===== config.mk =====
export PLATFORM = sky130hd
export DESIGN_NAME = bba_ctrl
export DESIGN_NICKNAME = d
export VERILOG_FILES = /design/src/rtl/bba_pkg.sv /design/src/rtl/bba_ctrl.sv
export SDC_FILE = /design/constraint.sdc
export NUM_CORES = 1
export LEC_CHECK = 0
export BUFFER_PORTS_ARGS = -buffer_cell sky130_fd_sc_hd__buf_2
export CORE_AREA = 2 2 44 42
export CTS_BUF_LIST = sky130_fd_sc_hd__clkbuf_8
export DETAILED_ROUTE_END_ITERATION = 16
export DIE_AREA = 0 0 46 44
export PLACE_DENSITY = 0.81
export SLEW_MARGIN = 25
export SYNTH_ARGS = -nofsm -noshare
export SYNTH_HDL_FRONTEND = slang
export SYNTH_SLANG_ARGS = --single-unit
export TNS_END_PERCENT = 1

===== constraint.sdc =====
create_clock -name clk -period 4.5 [get_ports clk]
set_clock_uncertainty 0.1 [all_clocks]
set_input_delay 0.225 -clock clk [delete_from_list [all_inputs] [get_ports clk]]
set_output_delay 0.225 -clock clk [all_outputs]
set_load 0.005 [all_outputs]

===== src/rtl/bba_pkg.sv =====
`timescale 1ns / 1ps
`default_nettype none
package bba_pkg;

	typedef enum logic [11:0] {
		S_IDLE   = 12'b0000_0000_0001,
		S_ASRCH  = 12'b0000_0000_0010,
		S_AREM   = 12'b0000_0000_0100,
		S_ASPL   = 12'b0000_0000_1000,
		S_FCHK   = 12'b0000_0001_0000,
		S_FBUD   = 12'b0000_0010_0000,
		S_FMRG   = 12'b0000_0100_0000,
		S_FFIN   = 12'b0000_1000_0000,
		S_ISTART = 12'b0001_0000_0000,
		S_IB     = 12'b0010_0000_0000,
		S_IC     = 12'b0100_0000_0000,
		S_RES    = 12'b1000_0000_0000
	} state_t;

	localparam logic [1:0] ST_OK      = 2'd0;
	localparam logic [1:0] ST_NOSPACE = 2'd1;
	localparam logic [1:0] ST_BADFREE = 2'd2;

	localparam logic OP_ALLOC = 1'b0;
	localparam logic OP_FREE  = 1'b1;

	typedef struct packed {
		state_t step;
		logic   accept;
	} bba_cmd_t;

	typedef struct packed {
		logic op_in;
		logic op_q;
		logic found;
		logic bad;
		logic k_lt_max;
		logic merge_ok;
		logic hv_k;
		logic split_more;
		logic out_free;
	} bba_stat_t;

endpackage
`default_nettype wire


===== src/rtl/bba_ctrl.sv =====
`timescale 1ns / 1ps
`default_nettype none
module bba_ctrl import bba_pkg::*; (
	input  wire        clk,
	input  wire        arst_n,
	input  wire        in_valid,
	output logic       in_ready,
	input  bba_stat_t  stat,
	output bba_cmd_t   cmd
);

	state_t state_q, nxt;
	state_t ret;

	assign in_ready   = (state_q == S_IDLE);
	assign cmd.step   = state_q;
	assign cmd.accept = in_valid && (state_q == S_IDLE);
	assign ret        = (stat.op_q == OP_FREE) ? S_RES : S_ASPL;

	always_comb begin
		nxt = state_q;
		unique case (state_q)
			S_IDLE: begin
				if (in_valid) nxt = (stat.op_in == OP_FREE) ? S_FCHK : S_ASRCH;
			end
			S_ASRCH:  nxt = stat.found ? S_AREM : S_RES;
			S_AREM:   nxt = S_ASPL;
			S_ASPL:   nxt = stat.split_more ? S_ISTART : S_RES;
			S_FCHK:   nxt = stat.bad ? S_RES : S_FBUD;
			S_FBUD:   nxt = stat.k_lt_max ? S_FMRG : S_FFIN;
			S_FMRG:   nxt = stat.merge_ok ? S_FBUD : S_FFIN;
			S_FFIN:   nxt = S_ISTART;
			S_ISTART: nxt = stat.hv_k ? S_IB : ret;
			S_IB:     nxt = S_IC;
			S_IC:     nxt = ret;
			S_RES:    nxt = stat.out_free ? S_IDLE : S_RES;
			default:  nxt = S_IDLE;
		endcase
	end

	always_ff @(posedge clk or negedge arst_n) begin
		if (!arst_n) begin
			state_q <= S_IDLE;
		end else begin
			state_q <= nxt;
		end
	end

endmodule
`default_nettype wire


; Yosys cells after proc, flatten, opt, wreduce, memory -nomap -nowiden
; Cells that the tools add are included.
[classes]
muxes = 11
eq_ne = 13
n_reduce_logical = 1
[ops]
columns = op, count
row1 = 12-bit case mux with 12 select lines, 1
row2 = 12-bit two-way mux, 7
row3 = 8-bit two-way mux, 2
row4 = "12-bit by 1-bit == test with 1-bit output, second input constant", 1
row5 = "12-bit by 10-bit == test with 1-bit output, second input constant", 1
row6 = "12-bit by 11-bit == test with 1-bit output, second input constant", 1
row7 = "12-bit == test, second input constant", 1
row8 = "12-bit by 2-bit == test with 1-bit output, second input constant", 1
row9 = "12-bit by 3-bit == test with 1-bit output, second input constant", 1
row10 = "12-bit by 4-bit == test with 1-bit output, second input constant", 1
row11 = "12-bit by 5-bit == test with 1-bit output, second input constant", 1
row12 = "12-bit by 6-bit == test with 1-bit output, second input constant", 1
row13 = "12-bit by 7-bit == test with 1-bit output, second input constant", 1
row14 = "12-bit by 8-bit == test with 1-bit output, second input constant", 1
row15 = "12-bit by 9-bit == test with 1-bit output, second input constant", 1
row16 = 5-bit two-way mux, 1
row17 = "2-bit != test, second input constant", 1
row18 = 1-bit logical AND, 1
[word_totals]
in_bits = 12
out_inout_bits = 14
ff_bits = 12
wordCells = 26

; Depth between registers and ports, before layout
; Gate-level depths: netlist of run 1.
[depth]
depth_word = 3
depth_mapped = 6
depth_no_buf = 5

; Worst setup path after synthesis of run 1
; OpenSTA, ideal clock, no wires.
[synth_path]
path_kind = reg2reg
start = register state_q[5]
end = register state_q[11]
required_time_ps = 4336
slack_ps = 2237
n_path_buf = 1
stages_incl_launch_ff = 7
period_less_slack_ps = 2263
arrival_time_ps = 2098
setup_time_ps = 64
path_cell_list = dfrtp_1 -> buf_6 -> or4_4 -> or3_4 -> or3_4 -> o32ai_2 -> a211o_1
[synth_between]
elab_chain_cells = 2
elab_cells_between_ends = 14
cone_classes = eq/ne (13) / mux (1)
[synth_lines]
columns = element, line_no
row1 = from (decl), bba_ctrl.sv:12  ; state_t state_q, nxt;
row2 = from (signal assigned), bba_ctrl.sv:45  ; state_q <= nxt;
row3 = 12-bit == test (tied with other cells), bba_ctrl.sv:22  ; unique case (state_q)
row4 = 12-bit case mux with 12 select lines or 2-bit != test (tied branches), --
; Several ways; a longest one is shown, not always the timed one.
; A chain may end at the register's enable or synchronous reset.

==> results.sh, run 1 <==
export IMPL_gr_total_overflow=0
export IMPL_period_minus_slack_ns=2.75
export IMPL_vdd_drop_max_uv=208
export IMPL_hold_path_class="in2reg"
export IMPL_final_hold_viol_count=0
export IMPL_finalSetupViolCount=0
export IMPL_die_h_um=44
export IMPL_critPathRequiredTime_ns=4.18
export IMPL_tightest_slew_ns=0.519
export IMPL_grt_max_degree=13
export IMPL_critPathMaxFanout=10
export IMPL_cts_buffers=3
export IMPL_yosysSeqAreaShare_pct=37.9
export IMPL_relSlewSlack_pct=64.5
export IMPL_syn_avg_cell_area_um2=8.84
export IMPL_met2WireLength_um=861
export IMPL_dpl_hpwl_um=1380
export IMPL_path_class="reg2out"
export IMPL_drt_pass1_iter_count=4
export IMPL_finalCritPeriodShare_pct=61.2
export IMPL_dieWidth_um=46
export IMPL_status="completed"
export IMPL_place_congestion=0.841
export IMPL_port_buffers=25
export IMPL_cts_buffer_depth=2
export IMPL_max_freq_mhz=363
export IMPL_clock_sinks=12
export IMPL_cts_root_buffer="clkbuf_8"
export IMPL_cts_tree="yes"
export IMPL_startpoint_type="flip-flop"
export IMPL_regMostFlops="state_q"
export IMPL_antenna_left=0
export IMPL_gr_usage_all_layers_pct=20.4
export IMPL_nFillCells=151
export IMPL_viasPerCell=5.92
export IMPL_wl_met1_um=824
export IMPL_power_density_nw_per_um2=421
export IMPL_final_util_pct=61.0
export IMPL_drive_gt1_share_pct=29.8
export IMPL_largest_reg_flops=12
export IMPL_wl_met3_um=95
export IMPL_synthesis_area_um2=796
export IMPL_setup_tns_ns=0
export IMPL_grt_pass1_wl_um=2960
export IMPL_p_leak_nw=0.481
export IMPL_ys_warn_count=0
export IMPL_cap_violations=0
export IMPL_clk_pin_slew_ns=0.05
export IMPL_htree_levels=1
export IMPL_synth_edff_count=0
export IMPL_drc=0
export IMPL_clk_latency_ns=0.24
export IMPL_initial_core_util_pct=50.5
export IMPL_drt_total_wl_um=1810
export IMPL_via_count=769
export IMPL_antenna_found_initial=0
export IMPL_finalMaxSlewViolations=0
export IMPL_synthDistinctLibCells=38
export IMPL_synthCells=90
export IMPL_nets=127
export IMPL_ioPinCount=26
export IMPL_die_area_um2=2020
export IMPL_async_reset_ff_share_pct=100
export IMPL_core_um2=1580
export IMPL_top_layer="met4"
export IMPL_syn_nets=102
export IMPL_power_w=0.000405
export IMPL_insertedDiodeCount=0
export IMPL_reg_top3="state_q x12"
export IMPL_wl_per_cell_um=13.9
export IMPL_core_rowCount=14
export IMPL_drt_iter0_markers=15
export IMPL_grt_pass1_vias=685
export IMPL_worstSetupEndpointType="output pin"
export IMPL_synth_seq_cells=12
export IMPL_critPathArrivalTime_ns=2.43
export IMPL_cts_resized=0
export IMPL_syn_to_final_growth_pct=20.8
export IMPL_ys_flop_type="dfrtp_1"
export IMPL_rsz0062_at_grt="false"
==> metal layers <==
layer	global-route usage (%)	vias up
met5	0	-
met4	11.4	0
met3	2.92	6
met2	31.4	31
met1	26.9	350
li1	-	382
==> logic make-up after synthesis <==
kind of cell	after synthesis	synth area share (%)
buf+inv	8	5.35
xor+xnor	3	3.30
mux	1	1.26
flops	12	37.9
compound gates	13	12.6
simple gates	53	39.6
==> path summary, 6_finish.rpt <==
check / to / slack [ns] / from / cells after the start
worst max-delay path: cmd[0] / 1.75 / state_q[4] / 5
worst min-delay path: state_q[11] / 0.12 / stat[7] / 2
worst max register to register: state_q[4] / 2.13 / state_q[4] / 5
worst min register to register: state_q[6] / 0.52 / state_q[7] / 1
max in group asynchronous: state_q[0] / 3.73 / arst_n / 2
min in group asynchronous: state_q[5] / 0.30 / arst_n / 2
==> critical path, cell delays in order (launching register included) <==
cell and delay (ns):
dfrtp_1 0.48, or4_4 0.58, or3_4 0.36, nor3_1 0.38
and3_1 0.26, buf_2 0.12
==> through the flow <==
stage | hold WS [ns] | setup WS, ns | area [um2] | cells
floorplan | -0.171 | 2.24 | 796 | 90
global placement | 0.0199 | 2.08 | 906 | 125
detailed placement | 0.0214 | 2.02 | 906 | 125
CTS | 0.114 | 1.75 | 961 | 130
global route | 0.120 | 1.58 | 961 | 130
finish | 0.118 | 1.75 | 961 | 130
==> layout by cell type (no fill, tap or decap), types with 2 or more instances in the layout <==
cell type / n
nand4_1: 2
a211o_1: 2
and3_1: 2
nor3_1: 7
nor2_1: 9
inv_1: 3
nand3b_1: 3
a21oi_1: 2
nand2_1: 6
dfrtp_1: 11
buf_2: 25
nor4b_1: 2
or3_1: 2
o21ai_0: 3
nor4_1: 4
xor2_1: 2
clkbuf_8: 3
or3_4: 2
nor3b_1: 2
and2_1: 3
nor2b_1: 3
==> cell usage after synthesis (3+ instances only) <==
library cell,n,share of area (%)
dfrtp_1,11,35
nor2_1,9,4.2
nor3_1,7,4.4
nand2_1,6,2.8
nor4_1,4,3.1
and2_1,3,2.4
clkbuf_1,3,1.4
nand3b_1,3,2.8
nor2b_1,3,2.4
o21ai_0,3,1.9
==> what timing repair did <==
item	4_1_cts	5_1_grt
buffers inserted	0	0
hold endpoints to repair	11	0
endpoints found under the setup margin	0	0
hold buffers	1	0
==> final cells by class <==
cell class / count / area [um2] / share of cell area, %
Multi-Input combinational cell: 70 / 452 / 47.0
Sequential cell: 12 / 302 / 31.4
Timing Repair Buffer: 26 / 135 / 14.1
Tap cell: 16 / 20.0 / 2.08
Clock inverter: 1 / 3.75 / 0.391
Inverter: 2 / 7.51 / 0.781
Clock buffer: 3 / 41.3 / 4.30
==> where the power goes <==
| group | switching, W | internal, W |
|---|---|---|
| combinational | 0.0000880 | 0.0000776 |
| clock | 0.0000372 | 0.0000599 |
| sequential | 0.0000191 | 0.000123 |
(Power assumes the default switching activity.)
==> run 2: changes to the inputs <==
--- a/config.mk
+++ b/config.mk
@@ -6,11 +6,11 @@
 export NUM_CORES = 1
 export LEC_CHECK = 0
 export BUFFER_PORTS_ARGS = -buffer_cell sky130_fd_sc_hd__buf_2
-export CORE_AREA = 2 2 44 42
+export CORE_AREA = 2 2 47 45
 export CTS_BUF_LIST = sky130_fd_sc_hd__clkbuf_8
 export DETAILED_ROUTE_END_ITERATION = 16
-export DIE_AREA = 0 0 46 44
-export PLACE_DENSITY = 0.81
+export DIE_AREA = 0 0 49 47
+export PLACE_DENSITY = 0.74
 export SLEW_MARGIN = 25
 export SYNTH_ARGS = -nofsm -noshare
 export SYNTH_HDL_FRONTEND = slang
==> constraint.sdc (replaced) <==
create_clock -name clk -period 2.5 [get_ports clk]
set_clock_uncertainty 0.1 [all_clocks]
set_input_delay 0.125 -clock clk [delete_from_list [all_inputs] [get_ports clk]]
set_output_delay 0.125 -clock clk [all_outputs]
set_load 0.005 [all_outputs]
==> results.sh, run 2 (synthesis gave the netlist of run 1 again) <==
export IMPL_status="completed"
export IMPL_antenna_left=0
export IMPL_clk_latency_ns=0.24
export IMPL_cts_buffer_depth=2
export IMPL_ff2ff_setup_slack_ns=0.27
export IMPL_drive_gt1_share_pct=35.6
export IMPL_htree_levels=1
export IMPL_cap_violations=0
export IMPL_reg2reg_from="state_q[6]"
export IMPL_grt_pass1_vias=709
export IMPL_cts_tree="yes"
export IMPL_antenna_found_initial=0
export IMPL_worstSetupEndpointType="output pin"
export IMPL_regMostFlops="state_q"
export IMPL_path_buf_inv=2
export IMPL_cp_top_family="simple AND/OR/NAND/NOR gates"
export IMPL_core_rowCount=15
export IMPL_critPathMaxFanout=7
export IMPL_insertedDiodeCount=0
export IMPL_critPathRequiredTime_ns=2.28
export IMPL_critPathArrivalTime_ns=2.15
export IMPL_syn_to_final_growth_pct=28.1
export IMPL_viasPerCell=5.71
export IMPL_grt_pass1_wl_um=3220
export IMPL_final_cell_mix="buf_2, nor2_1, dfrtp_1"
export IMPL_nets=131
export IMPL_core_um2=1820
export IMPL_worst_r2r_cell_count=5
export IMPL_path_class="reg2out"
export IMPL_gr_total_overflow=0
export IMPL_drc=0
export IMPL_final_util_pct=56.0
export IMPL_power_density_nw_per_um2=781
export IMPL_finalCritPeriodShare_pct=95.1
export IMPL_wl_per_cell_um=14.0
export IMPL_preCtsSetupSlack_ns=0.240
export IMPL_drt_total_wl_um=2000
export IMPL_period_minus_slack_ns=2.38
export IMPL_worst_slack_ns=0.123
export IMPL_max_freq_mhz=421
export IMPL_dpl_hpwl_um=1470
export IMPL_die_h_um=47
export IMPL_drt_pass1_iter_count=4
export IMPL_tightest_slew_ns=0.593
export IMPL_drt_iter0_markers=27
export IMPL_gr_usage_all_layers_pct=19.1
export IMPL_cts_root_buffer="clkbuf_8"
export IMPL_worst_path_max_delay_cell="or4_4"
export IMPL_layout_commonest_cell="buf_2"
export IMPL_r2r_end="state_q[11]"
export IMPL_vdd_drop_max_uv=343
export IMPL_clock_sinks=12
export IMPL_hold_path_class="in2reg"
export IMPL_grt_max_degree=13
export IMPL_via_count=816
export IMPL_rsz0062_at_grt="false"
export IMPL_finalMaxSlewViolations=0
export IMPL_ioPinCount=26
export IMPL_slowest_delay_ns=0.53
export IMPL_cts_buffers=3
export IMPL_place_congestion=0.839
export IMPL_port_buffers=25
export IMPL_clk_pin_slew_ns=0.05
export IMPL_relSlewSlack_pct=59.9
export IMPL_setup_tns_ns=0
export IMPL_finalSetupViolCount=0
export IMPL_crit_cells=6
export IMPL_initial_core_util_pct=43.7
export IMPL_die_area_um2=2300
export IMPL_reg_top3="state_q x12"
export IMPL_p_leak_nw=0.501
export IMPL_cp_startpoint="state_q[6]"
export IMPL_largest_reg_flops=12
export IMPL_startpoint_type="flip-flop"
export IMPL_crit_end="cmd[0]"
export IMPL_dieWidth_um=49
export IMPL_crit_chain="or4_4 -> or3_4 -> nor3_2 -> buf_4 -> and3_1 -> buf_2"
export IMPL_final_hold_viol_count=0
## run 2: cell count changes in the layout (fill, tap and decap cells not counted), sizes merged
| cell | delta |
|---|---|
| clkbuf | +1 |
| buf | +4 |
| inv | -1 |
## run 2: layout make-up
type                            instances  area (um2)
Clock buffer                            4        55.1
Fill cell                             182         801
Inverter                                2        7.51
Multi-Input combinational cell         70         457
Sequential cell                        12         304
Tap cell                               25        31.3
Timing Repair Buffer                   30         165
## run 2: stage by stage
stage / hold WS [ns] / instances / cell area [um2] / power [W]
floorplan: -0.271 / 90 / 796 / 0.000465
global placement: -0.0794 / 137 / 940 / 0.000568
detailed placement: -0.0776 / 137 / 940 / 0.000576
CTS: 0.00196 / 142 / 1000 / 0.000795
global route: 0.0197 / 143 / 1020 / 0.000850
finish: 0.00312 / 143 / 1020 / 0.000796
## run 2: report_power, final
group          internal [W]  total [W]  leakage [nW]  switching (W)
registers          0.000222   0.000249         0.160      0.0000268
clock network      0.000139   0.000211        0.0288      0.0000716
logic              0.000155   0.000337         0.313       0.000182
## run 2: repair_timing
item | CTS | global route
setup buffers | 0 | 1
hold endpoints to repair | 12 | 0
hold buffers | 1 | 0
setup endpoints to repair | 0 | 2
resized for setup | 0 | 3
## run 2: how the worst min path moves through the flow
stage	start	to	slack [ns]	depth (start not counted)
2_1_floorplan	arst_n	state_q[10]	-0.27	0
3_3_place_gp	arst_n	state_q[11]	-0.08	1
3_5_place_dp	arst_n	state_q[2]	-0.08	1
4_1_cts	stat[8]	state_q[4]	0.002	2
5_1_grt	stat[2]	state_q[9]	0.02	3
6_report	stat[8]	state_q[4]	0.003	2
## run 2: metal layers
metal  wire, um  part of all wire, %  global-route usage, %  vias to the layer above
li1           -                    -                      -                      391
met1        926                   46                   25.5                      384
met2        909                   45                   31.0                       39
met3        151                  7.6                   3.50                        2
met4         11                 0.55                   8.57                        0
met5          0                    0                      0                        -
==> run 3: changes to the inputs <==
--- a/config.mk
+++ b/config.mk
@@ -10,6 +10,7 @@
 export CTS_BUF_LIST = sky130_fd_sc_hd__clkbuf_8
 export DETAILED_ROUTE_END_ITERATION = 16
 export DIE_AREA = 0 0 49 47
+export HOLD_SLACK_MARGIN = 0.1
 export PLACE_DENSITY = 0.74
 export SLEW_MARGIN = 25
 export SYNTH_ARGS = -nofsm -noshare
==> results.sh, run 3 (synthesis gave the netlist of run 1 again) <==
export IMPL_startpoint_type="flip-flop"
export IMPL_regMostFlops="state_q"
export IMPL_drc=0
export IMPL_critPathRequiredTime_ns=2.28
export IMPL_syn_to_final_growth_pct=37.0
export IMPL_largest_reg_flops=12
export IMPL_drt_pass1_iter_count=4
export IMPL_rsz0062_at_grt="false"
export IMPL_vdd_drop_max_uv=357
export IMPL_setup_tns_ns=0
export IMPL_path_buf_inv=2
export IMPL_port_buffers=25
export IMPL_core_rowCount=15
export IMPL_drive_gt1_share_pct=33.6
export IMPL_nets=138
export IMPL_clk_pin_slew_ns=0.05
export IMPL_die_area_um2=2300
export IMPL_initial_core_util_pct=43.7
export IMPL_cap_violations=0
export IMPL_core_um2=1820
export IMPL_slowest_delay_ns=0.53
export IMPL_grt_pass1_wl_um=3330
export IMPL_hold_path_class="in2reg"
export IMPL_via_count=846
export IMPL_cts_root_buffer="clkbuf_8"
export IMPL_final_hold_viol_count=0
export IMPL_path_class="reg2out"
export IMPL_finalCritPeriodShare_pct=95.2
export IMPL_drt_iter0_markers=28
export IMPL_dpl_hpwl_um=1470
export IMPL_p_leak_nw=0.531
export IMPL_power_w=0.000806
export IMPL_antenna_left=0
export IMPL_antenna_found_initial=0
export IMPL_cts_buffers=3
export IMPL_grt_pass1_vias=742
export IMPL_wl_per_cell_um=13.6
export IMPL_place_congestion=0.839
export IMPL_tightest_slew_ns=0.565
export IMPL_gr_total_overflow=0
export IMPL_finalMaxSlewViolations=0
export IMPL_clk_latency_ns=0.24
export IMPL_power_density_nw_per_um2=740
export IMPL_cp_top_family="simple AND/OR/NAND/NOR gates"
export IMPL_final_cell_mix="buf_2, nor2_1, dfrtp_1"
export IMPL_htree_levels=1
export IMPL_cts_buffer_depth=2
export IMPL_dieWidth_um=49
export IMPL_cts_tree="yes"
export IMPL_die_h_um=47
export IMPL_period_minus_slack_ns=2.38
export IMPL_layout_commonest_cell="buf_2"
export IMPL_worstSetupEndpointType="output pin"
export IMPL_nFillCells=177
export IMPL_status="completed"
export IMPL_critPathMaxFanout=7
export IMPL_worst_path_max_delay_cell="or4_4"
export IMPL_gr_usage_all_layers_pct=19.6
export IMPL_clock_sinks=12
export IMPL_relSlewSlack_pct=61.8
export IMPL_drt_total_wl_um=2050
export IMPL_max_freq_mhz=420
export IMPL_critPathArrivalTime_ns=2.16
export IMPL_grt_max_degree=13
export IMPL_reg_top3="state_q x12"
export IMPL_crit_chain="or4_4 -> or3_4 -> nor3_2 -> buf_4 -> and3_1 -> buf_2"
export IMPL_ioPinCount=26
export IMPL_insertedDiodeCount=0
export IMPL_finalSetupViolCount=0
export IMPL_viasPerCell=5.64
-- run 3: cell types whose count changed in the layout (fill, tap and decap cells not counted) --
cell / delta
dlygate4sd3_1: +7
-- run 3: worst paths after layout --
path,start,end,slack (ns),depth (start not counted)
max,state_q[6],cmd[0],0.12,6
min,stat[1],state_q[8],0.12,3
max reg2reg,state_q[6],state_q[11],0.27,5
min reg2reg,state_q[7],state_q[6],0.46,1
max in group asynchronous,arst_n,state_q[0],1.83,2
min in group asynchronous,arst_n,state_q[2],0.19,2
-- run 3: per-layer routing --
metal | up-vias | GRT usage, % | share of wire [%]
li1 | 408 | - | -
met3 | 5 | 3.50 | 6.3
met5 | - | 0 | 0
met4 | 0 | 8.57 | 1.4
met1 | 402 | 25.9 | 47
met2 | 31 | 32.6 | 45
-- run 3: final cells by class --
type / count / area, um2 / area share (%)
Tap cell: 25 / 31.3 / 2.87
Sequential cell: 12 / 304 / 27.9
Timing Repair Buffer: 37 / 235 / 21.6
Inverter: 2 / 7.51 / 0.689
Multi-Input combinational cell: 70 / 457 / 41.9
Clock buffer: 4 / 55.1 / 5.05
-- run 3: metrics by stage --
stage               cells  cell area [um2]  hold slack, ns  worst slack [ns]  utilization, %
CTS                   149             1070           0.123            0.0377            59.0
finish                150             1090           0.117             0.120            59.9
global route          150             1090           0.159            0.0376            59.9
global placement      137              940         -0.0794             0.294            51.6
floorplan              90              796          -0.271             0.237               -
detailed placement    137              940         -0.0776             0.240            51.6
-- run 3: worst reg2reg max path, cell delays in order (launching register included) --
cell	delay (ns)
dfrtp_2	0.44
or4_4	0.53
or3_4	0.37
or3_4	0.35
o32ai_2	0.25
a211o_1	0.13
-- run 3: power breakdown --
part           internal [W]  leakage, nW  switching (W)
logic              0.000162        0.342       0.000183
clock network      0.000139       0.0288      0.0000735
registers          0.000222        0.160      0.0000264
total              0.000523        0.531       0.000283
-- run 3: timing repair --
item / 4_1_cts / 5_1_grt
gates resized for setup: 0 / 3
hold buffers: 8 / 0
hold endpoints to repair: 19 / 0
buffers inserted: 0 / 1
setup endpoints to repair: 0 / 2
